--- src/hdl/tse_pkg.sv ---
// Package for the telegraph shift encoder: beat types, shift codes and the
// fixed character tables. Used by tse_lookup and telegraph_shift_encoder.
`default_nettype none

package tse_pkg;

    typedef enum logic [1:0] {
        SH_NONE = 2'd0,
        SH_RUS  = 2'd1,
        SH_ENG  = 2'd2,
        SH_DIG  = 2'd3
    } shift_t;

    localparam logic [4:0] CODE_RUS   = 5'h00;
    localparam logic [4:0] CODE_ENG   = 5'h1F;
    localparam logic [4:0] CODE_DIG   = 5'h1B;
    localparam logic [4:0] CODE_SPACE = 5'h04;
    localparam logic [4:0] CODE_CR    = 5'h08;
    localparam logic [4:0] CODE_LF    = 5'h02;
    localparam logic [4:0] CODE_QMARK = 5'h19;

    localparam logic [15:0] UC_SPACE   = 16'h0020;
    localparam logic [15:0] UC_CR      = 16'h000D;
    localparam logic [15:0] UC_LF      = 16'h000A;
    localparam logic [15:0] UC_LAT_A   = 16'h0041;
    localparam logic [15:0] UC_LAT_Z   = 16'h005A;
    localparam logic [15:0] UC_CYR_LO  = 16'h0410;
    localparam logic [15:0] UC_DIGIT_0 = 16'h0030;
    localparam logic [15:0] UC_DIGIT_9 = 16'h0039;

    typedef struct packed {
        logic [15:0] char_code;
        logic        end_of_message;
    } in_beat_t;

    typedef struct packed {
        logic [4:0] symbol;
        logic       is_shift;
        logic       last;
    } out_beat_t;

    // Result of one character lookup
    typedef struct packed {
        logic [4:0] code;
        shift_t     need;
    } lookup_t;

    function automatic logic [4:0] shift_code(shift_t sh);
        logic [4:0] r;
        unique case (sh)
            SH_RUS:  r = CODE_RUS;
            SH_ENG:  r = CODE_ENG;
            default: r = CODE_DIG;
        endcase
        return r;
    endfunction

    // Latin capitals, index 0 is 'A'
    function automatic logic [4:0] latin_code(logic [4:0] idx);
        logic [4:0] r;
        unique case (idx)
            5'd0:  r = 5'h03;  5'd1:  r = 5'h19;  5'd2:  r = 5'h0E;  5'd3:  r = 5'h09;
            5'd4:  r = 5'h01;  5'd5:  r = 5'h0D;  5'd6:  r = 5'h1A;  5'd7:  r = 5'h14;
            5'd8:  r = 5'h06;  5'd9:  r = 5'h0B;  5'd10: r = 5'h0F;  5'd11: r = 5'h12;
            5'd12: r = 5'h1C;  5'd13: r = 5'h0C;  5'd14: r = 5'h18;  5'd15: r = 5'h16;
            5'd16: r = 5'h17;  5'd17: r = 5'h0A;  5'd18: r = 5'h05;  5'd19: r = 5'h10;
            5'd20: r = 5'h07;  5'd21: r = 5'h1E;  5'd22: r = 5'h13;  5'd23: r = 5'h1D;
            5'd24: r = 5'h15;  5'd25: r = 5'h11;
            default: r = 5'h00;
        endcase
        return r;
    endfunction

    // Cyrillic capitals from U+0410: bits 6:5 shift (none = unmapped), 4:0 code.
    // Che (U+0427) maps to figure '4'.
    function automatic logic [6:0] cyr_entry(logic [4:0] idx);
        logic [6:0] r;
        unique case (idx)
            5'd0:  r = {SH_RUS, 5'h03};  5'd1:  r = {SH_RUS, 5'h19};
            5'd2:  r = {SH_RUS, 5'h13};  5'd3:  r = {SH_RUS, 5'h1A};
            5'd4:  r = {SH_RUS, 5'h09};  5'd5:  r = {SH_RUS, 5'h01};
            5'd6:  r = {SH_RUS, 5'h1E};  5'd7:  r = {SH_RUS, 5'h11};
            5'd8:  r = {SH_RUS, 5'h06};  5'd9:  r = {SH_RUS, 5'h0B};
            5'd10: r = {SH_RUS, 5'h0F};  5'd11: r = {SH_RUS, 5'h12};
            5'd12: r = {SH_RUS, 5'h1C};  5'd13: r = {SH_RUS, 5'h0C};
            5'd14: r = {SH_RUS, 5'h18};  5'd15: r = {SH_RUS, 5'h16};
            5'd16: r = {SH_RUS, 5'h0A};  5'd17: r = {SH_RUS, 5'h05};
            5'd18: r = {SH_RUS, 5'h10};  5'd19: r = {SH_RUS, 5'h07};
            5'd20: r = {SH_RUS, 5'h0D};  5'd21: r = {SH_RUS, 5'h14};
            5'd22: r = {SH_RUS, 5'h0E};  5'd23: r = {SH_DIG, 5'h0A};
            5'd24: r = {SH_DIG, 5'h1A};  5'd25: r = {SH_DIG, 5'h14};
            5'd26: r = {SH_NONE, 5'h00}; 5'd27: r = {SH_RUS, 5'h15};
            5'd28: r = {SH_RUS, 5'h1D};  5'd29: r = {SH_DIG, 5'h0D};
            5'd30: r = {SH_DIG, 5'h0B};  5'd31: r = {SH_RUS, 5'h17};
            default: r = {SH_NONE, 5'h00};
        endcase
        return r;
    endfunction

    // Figures set; bit 5 set when the character is mapped
    function automatic logic [5:0] figure_entry(logic [15:0] c);
        logic [5:0] r;
        if (c >= UC_DIGIT_0 && c <= UC_DIGIT_9)
        begin
            unique case (c[3:0])
                4'd0: r = 6'h36;  4'd1: r = 6'h37;  4'd2: r = 6'h33;  4'd3: r = 6'h21;
                4'd4: r = 6'h2A;  4'd5: r = 6'h30;  4'd6: r = 6'h35;  4'd7: r = 6'h27;
                4'd8: r = 6'h26;  4'd9: r = 6'h38;
                default: r = 6'h00;
            endcase
        end
        else
        begin
            unique case (c)
                16'h002D: r = 6'h23;
                16'h003F: r = 6'h39;
                16'h003A: r = 6'h2E;
                16'h0040: r = 6'h29;
                16'h0028: r = 6'h2F;
                16'h0029: r = 6'h32;
                16'h002E: r = 6'h3C;
                16'h002C: r = 6'h2C;
                16'h0027: r = 6'h25;
                16'h003D: r = 6'h3E;
                16'h002F: r = 6'h3D;
                16'h002B: r = 6'h31;
                default:  r = 6'h00;
            endcase
        end
        return r;
    endfunction

endpackage

`default_nettype wire

--- src/hdl/tse_lookup.sv ---
// Character classifier: maps a code point to its telegraph code and the shift
// it needs. Pure combinational; depends on tse_pkg tables.
`default_nettype none

module tse_lookup
    import tse_pkg::*;
(
    input  wire logic [15:0] char_code,
    input  wire shift_t      cur_shift,
    output lookup_t          result
);

    logic [15:0] cyr_off;
    logic [6:0]  cyr_e;
    logic [5:0]  fig_e;
    logic [4:0]  lat_idx;

    assign cyr_off = char_code - UC_CYR_LO;
    assign cyr_e   = cyr_entry(cyr_off[4:0]);
    assign fig_e   = figure_entry(char_code);
    assign lat_idx = char_code[4:0] - 5'd1;

    always_comb
    begin
        priority if (char_code == UC_SPACE)
        begin
            result.code = CODE_SPACE;
            result.need = cur_shift;
        end
        else if (char_code == UC_CR)
        begin
            result.code = CODE_CR;
            result.need = cur_shift;
        end
        else if (char_code == UC_LF)
        begin
            result.code = CODE_LF;
            result.need = cur_shift;
        end
        else if (char_code >= UC_LAT_A && char_code <= UC_LAT_Z)
        begin
            result.code = latin_code(lat_idx);
            result.need = SH_ENG;
        end
        else if (cyr_off[15:5] == 11'd0 && cyr_e[6:5] != SH_NONE)
        begin
            result.code = cyr_e[4:0];
            result.need = shift_t'(cyr_e[6:5]);
        end
        else
        begin
            // unmapped characters go out as '?'
            result.code = fig_e[5] ? fig_e[4:0] : CODE_QMARK;
            result.need = SH_DIG;
        end
    end

endmodule

`default_nettype wire

--- src/hdl/telegraph_shift_encoder.sv ---
// Top level of the MTK-2 telegraph encoder: input register, lookup and a
// two-entry result stage. Depends on tse_pkg and tse_lookup.
`default_nettype none

// One Unicode character per input beat, one or two 5-bit telegraph codes per
// character on the output: a shift code (is_shift=1) first when the character
// needs a register other than the current one, then the character (last=1).
// A character needing no shift fills the single output register alone; one
// inserting a shift parks its character in the pending register until the
// shift code is taken, while the next character waits in the input register.
// Each character passes the input register, the lookup and the output register.
// After a beat with end_of_message set the remembered shift returns to none.
module telegraph_shift_encoder
    import tse_pkg::*;
(
    input  wire logic     clk,
    input  wire logic     rst_n,
    input  wire logic     char_valid,
    output logic          char_stall,
    input  wire in_beat_t char_beat,
    output logic          sym_valid,
    input  wire logic     sym_stall,
    output out_beat_t     sym_beat
);

    logic      in_valid_reg;
    in_beat_t  in_data_reg;
    logic      out_valid_reg;
    out_beat_t out_data_reg;
    logic      pend_valid_reg;
    out_beat_t pend_data_reg;
    shift_t    shift_reg;
    shift_t    shift_next;

    lookup_t   lk;
    logic      load;
    logic      out_take;
    logic      need_shift;

    tse_lookup u_lookup (
        .char_code (in_data_reg.char_code),
        .cur_shift (shift_reg),
        .result    (lk)
    );

    assign out_take   = out_valid_reg && !sym_stall;
    // output slot is free when empty, or when its beat is taken and nothing is queued behind it
    assign load       = in_valid_reg && (!out_valid_reg || (out_take && !pend_valid_reg));
    assign char_stall = in_valid_reg && !load;
    assign need_shift = (lk.need != shift_reg);
    assign shift_next = in_data_reg.end_of_message ? SH_NONE : lk.need;

    assign sym_valid = out_valid_reg;
    assign sym_beat  = out_data_reg;

    always_ff @(posedge clk or negedge rst_n)
    begin
        if (!rst_n)
        begin
            in_valid_reg   <= 1'b0;
            out_valid_reg  <= 1'b0;
            pend_valid_reg <= 1'b0;
            shift_reg      <= SH_NONE;
        end
        else
        begin
            if (!char_stall)
                in_valid_reg <= char_valid;

            if (load)
            begin
                out_valid_reg  <= 1'b1;
                pend_valid_reg <= need_shift;
                shift_reg      <= shift_next;
            end
            else if (out_take)
            begin
                out_valid_reg  <= pend_valid_reg;
                pend_valid_reg <= 1'b0;
            end
        end
    end

    always_ff @(posedge clk)
    begin
        if (!char_stall && char_valid)
            in_data_reg <= char_beat;

        if (load)
        begin
            if (need_shift)
            begin
                out_data_reg  <= '{symbol: shift_code(lk.need), is_shift: 1'b1, last: 1'b0};
                pend_data_reg <= '{symbol: lk.code, is_shift: 1'b0, last: 1'b1};
            end
            else
            begin
                out_data_reg <= '{symbol: lk.code, is_shift: 1'b0, last: 1'b1};
            end
        end
        else if (out_take && pend_valid_reg)
        begin
            out_data_reg <= pend_data_reg;
        end
    end

endmodule

`default_nettype wire
--- config.mk ---
export PLATFORM = sky130hd
export DESIGN_NAME = telegraph_shift_encoder
export DESIGN_NICKNAME = d
export VERILOG_FILES = /design/src/hdl/tse_pkg.sv /design/src/hdl/tse_lookup.sv /design/src/hdl/telegraph_shift_encoder.sv
export SDC_FILE = /design/constraint.sdc
export NUM_CORES = 1
export LEC_CHECK = 0
export ABC_AREA = 1
export BUFFER_PORTS_ARGS = -buffer_cell sky130_fd_sc_hd__buf_2
export CAP_MARGIN = 10
export CORE_MARGIN = 3
export CORE_UTILIZATION = 38
export DETAILED_ROUTE_END_ITERATION = 12
export GPL_TIMING_DRIVEN = 0
export MAX_ROUTING_LAYER = met4
export PLACE_DENSITY = 0.55
export SYNTH_ARGS = -nofsm -noshare
export SYNTH_HDL_FRONTEND = slang
export SYNTH_SLANG_ARGS = --single-unit
--- constraint.sdc ---
create_clock -name clk -period 2.8 [get_ports clk]
set_input_delay 0.28 -clock clk [delete_from_list [all_inputs] [get_ports clk]]
set_output_delay 0.28 -clock clk [all_outputs]
set_load 0.02 [all_outputs]
==> results.md <==
* Status: complete, no violations
* DR iter-0 viols at 238
* Maximum number of pins on one net before global-route repair at 18
* Largest stage delay, worst path at 0.45 ns
* Power per standard cell area at 692 nW/um^2
* Pleak at 2.01 nW
* Routed via count divided by cell count at 5.09
* Worst ir drop on vdd at 0.413 mV
* Synth warn at 0
* Simple-gate share of the synthesized area at 39.6%
* Count of buffering cells on the critical path with inverters included at 3
* Detailed-placement wirelength estimate at 8210 um
* # nets final at 613
* Synth top area share at 23.9%
* Final critical delay including setup and external delays at 2.58 ns
* Max Buffers Root-to-Sink at 2
* Count of TritonRoute iterations in the first routing pass at 5
* Measured slew at the worst slew-check pin at 0.683 ns
* CP endpoint kind: register
* Area grow syn2layout at 16.4%
* Most used DFF post-synth: edfxtp_1
* Floorplan die area at 10800 sq um
* Final routed wirelength across all metal layers at 10500 um
* Max-Slew Margin vs Limit at 54.4%
* Kind of start point of the critical path: register
* Number of global-route vias before repair at 3330
* Clock transition at path regs at 0.09 ns
* Worst endpoint required time at 2.87 ns
* Share of the clock period used by the worst path after layout at 92.0%
* Critical Path, Cell by Cell: inv_1, ha_1, inv_1, nor2_1, nand2_1, o21ai_1, nand3_1, nor2_1, nand3_2, o22ai_1, nand2_1, nand3_2, nand2_1, inv_1, nand2_1
* Setup tns final at 0 ns
* Clk sink count at 40
* Library cells used by synthesis at 50
* Pins over their slew limit at 0
* Share of synthesized area spent on multiplexers at 0%
* Max-capacitance violation count at 0
* Critical setup path kind: reg -> reg
* Total CTS buffers at 5
* I/O Pins at 30
* Final hold slack at 0.139 ns
* Via count at 3585
* Max Clk Rate at 388 MHz
* Dominant combinational cell family by area after synthesis: simple AND/OR/NAND/NOR gates
* Cell type with the largest total area after synthesis: edfxtp_1
* Register bit count reported by yosys at 40
* Die Height at 104 um
* Number of enable flip-flop cells after synthesis at 29
* Part of the Yosys area used for sequential elements at 30.6%
* Post-synthesis instance area at 3640 sq um
* Path category of the worst min-delay check: in -> reg
* Clock Tree Root: clkbuf_8
* Gpl congestion at 0.940
* Number of nets produced by synthesis at 568
* Fraction of synthesized cell area in xor and xnor cells at 0.687%
* Worst-path maximum fanout at 8
* H-tree levels at 2
* Core Footprint at 9280 sq um
* Number of antenna violations at the first check in global routing at 0
* Family with the most delay on the worst path: simple AND/OR/NAND/NOR gates
* Standard-cell rows at 35
* Buffers added on ports at 29
* Post-route ant nets at 0
* Post-route DRC violation count at 0
* Routed wire length per instance at 14.9 um
* Layout cells sized above 1 at 21.2%
* Initial Utilization at 39.2%
* Slowest library cell on the worst path: edfxtp_1
* Fin. Hold Viols at 0
* Share of synthesized registers carrying an async set or reset at 12.5%
* Gate Count Post-Synth at 529
* Overall fraction of global-route tracks in use at 20.2%
* Setup-failing EPs final at 0
* Cell mode on critical path: nand2_1
* Insertion delay to the later sink of the worst-skew pair at 0.30 ns
* Dominant cells by area after synthesis: edfxtp_1 (24%), nand2_1 (14%), nand3_1 (7.4%), inv_1 (6.6%), ha_1 (6.2%)
* RSZ-0062 raised after global routing: false
* Avg Inst Size Synth at 6.89 sq um
* Clock tree from TritonCTS: yes
* CP arrival at 2.65 ns
* Antenna diode count at 0
* Die extent in x at 104 um
* Synthesized-area fraction occupied by ao, oa, aoi and oai cells at 13.2%
* Post-synthesis adder-cell area fraction at 6.18%
* Total congestion overflow at 0
* Wire length of the first global-routing pass at 17300 um
* Setup skew after layout at 0.00947 ns
## where the power goes
group	switching (mW)	leakage, nW	internal [mW]
logic	0.996	1.58	0.461
clock network	0.229	0.0596	0.256
registers	0.118	0.373	0.876
## Yosys cell counts (2+ instances only)
| cell | count |
|---|---|
| o211ai_1 | 6 |
| nor2_2 | 5 |
| nor2_4 | 8 |
| a31oi_1 | 3 |
| a21oi_1 | 19 |
| nand3_1 | 54 |
| ha_1 | 18 |
| buf_2 | 3 |
| o22ai_1 | 5 |
| o21ai_1 | 7 |
| o221ai_1 | 2 |
| nand2_2 | 12 |
| nand4_1 | 8 |
| dfxtp_1 | 6 |
| nor2_1 | 54 |
| o21ai_0 | 27 |
| edfxtp_1 | 29 |
| o31ai_1 | 2 |
| nand3_2 | 6 |
| nor3_1 | 3 |
| inv_1 | 64 |
| or2_2 | 2 |
| dfrtp_1 | 5 |
| nand3b_1 | 4 |
| a211oi_1 | 2 |
| nand2_1 | 137 |
| buf_4 | 2 |
| buf_6 | 2 |
| o21ai_2 | 2 |
| inv_2 | 12 |
## layout by cell type (no fill, tap or decap), types with 3 or more instances in the layout
| cell | count |
|---|---|
| nand2_2 | 13 |
| o21ai_1 | 8 |
| dfxtp_1 | 6 |
| nand3b_1 | 4 |
| nand3_2 | 9 |
| o22ai_1 | 5 |
| nand3_1 | 51 |
| edfxtp_1 | 29 |
| a21oi_1 | 19 |
| nand4_1 | 8 |
| nand2_1 | 136 |
| nor2_4 | 10 |
| o211ai_1 | 6 |
| inv_1 | 61 |
| buf_2 | 32 |
| clkbuf_8 | 6 |
| a31oi_1 | 3 |
| nor2_1 | 52 |
| buf_4 | 11 |
| inv_2 | 12 |
| inv_4 | 4 |
| ha_1 | 12 |
| nor2_2 | 5 |
| nor3_1 | 3 |
| o21ai_0 | 26 |
| ha_4 | 4 |
| dfrtp_1 | 5 |
## cell type report
| class | count | area, sq um |
|---|---|---|
| flip-flops and latches | 40 | 1120 |
| multi-input cells | 403 | 2270 |
| inverters | 77 | 299 |
| clock inverters | 1 | 8.76 |
| repair buffers | 39 | 223 |
| fillers | 989 | 5040 |
| plain buffers | 8 | 56.3 |
| clock buffers | 7 | 108 |
| well taps | 129 | 161 |
## path summary, 6_finish.rpt
path / start / to / slack, ns / cells past startpoint
worst min register to register: in_valid_reg / sym_valid / 0.48 / 2
max in group asynchronous: rst_n / pend_valid_reg / 2.36 / 2
worst max register to register: in_data_reg[6] / sym_beat[5] / 0.22 / 15
worst max-delay path: in_data_reg[6] / sym_beat[5] / 0.22 / 15
worst min-delay path: char_beat[9] / in_data_reg[9] / 0.14 / 1
min in group asynchronous: rst_n / shift_reg[0] / 0.31 / 2
## logic make-up after synthesis
| family | after synthesis |
|---|---|
| flops | 40 |
| fa+ha+maj | 18 |
| simple gates | 301 |
| buf+inv | 86 |
| xor+xnor | 2 |
| compound gates | 82 |
## layer usage
metal | global-route usage [%] | part of all wire, %
met4 | 5.22 | 1.9
met5 | - | 0
met1 | 29.9 | 51
met3 | 2.67 | 4.7
met2 | 29.0 | 42
## timing repair
item                                    CTS  global route
endpoints found under the setup margin   18            15
buffers inserted                          5             4
endpoints found under the hold margin     5             0
pin swaps                                 0             1
gates resized for setup                   7            19
hold buffers                              1             0
gates cloned                              0             0
## metrics by stage
step                total power [mW]  instance area [sq um]  setup slack, ns  util [%]  std cells
finish                          2.94                   4240            0.223      45.7        704
global route                    3.18                   4240          0.00724      45.7        704
CTS                             2.87                   4120           0.0574      44.4        700
detailed placement              2.35                   3950           -0.511      42.5        687
global placement                2.35                   3950           -0.549      42.5        687
floorplan                       1.96                   3640            0.139         -        529
No activity file was read; power rests on OpenSTA's default activity.
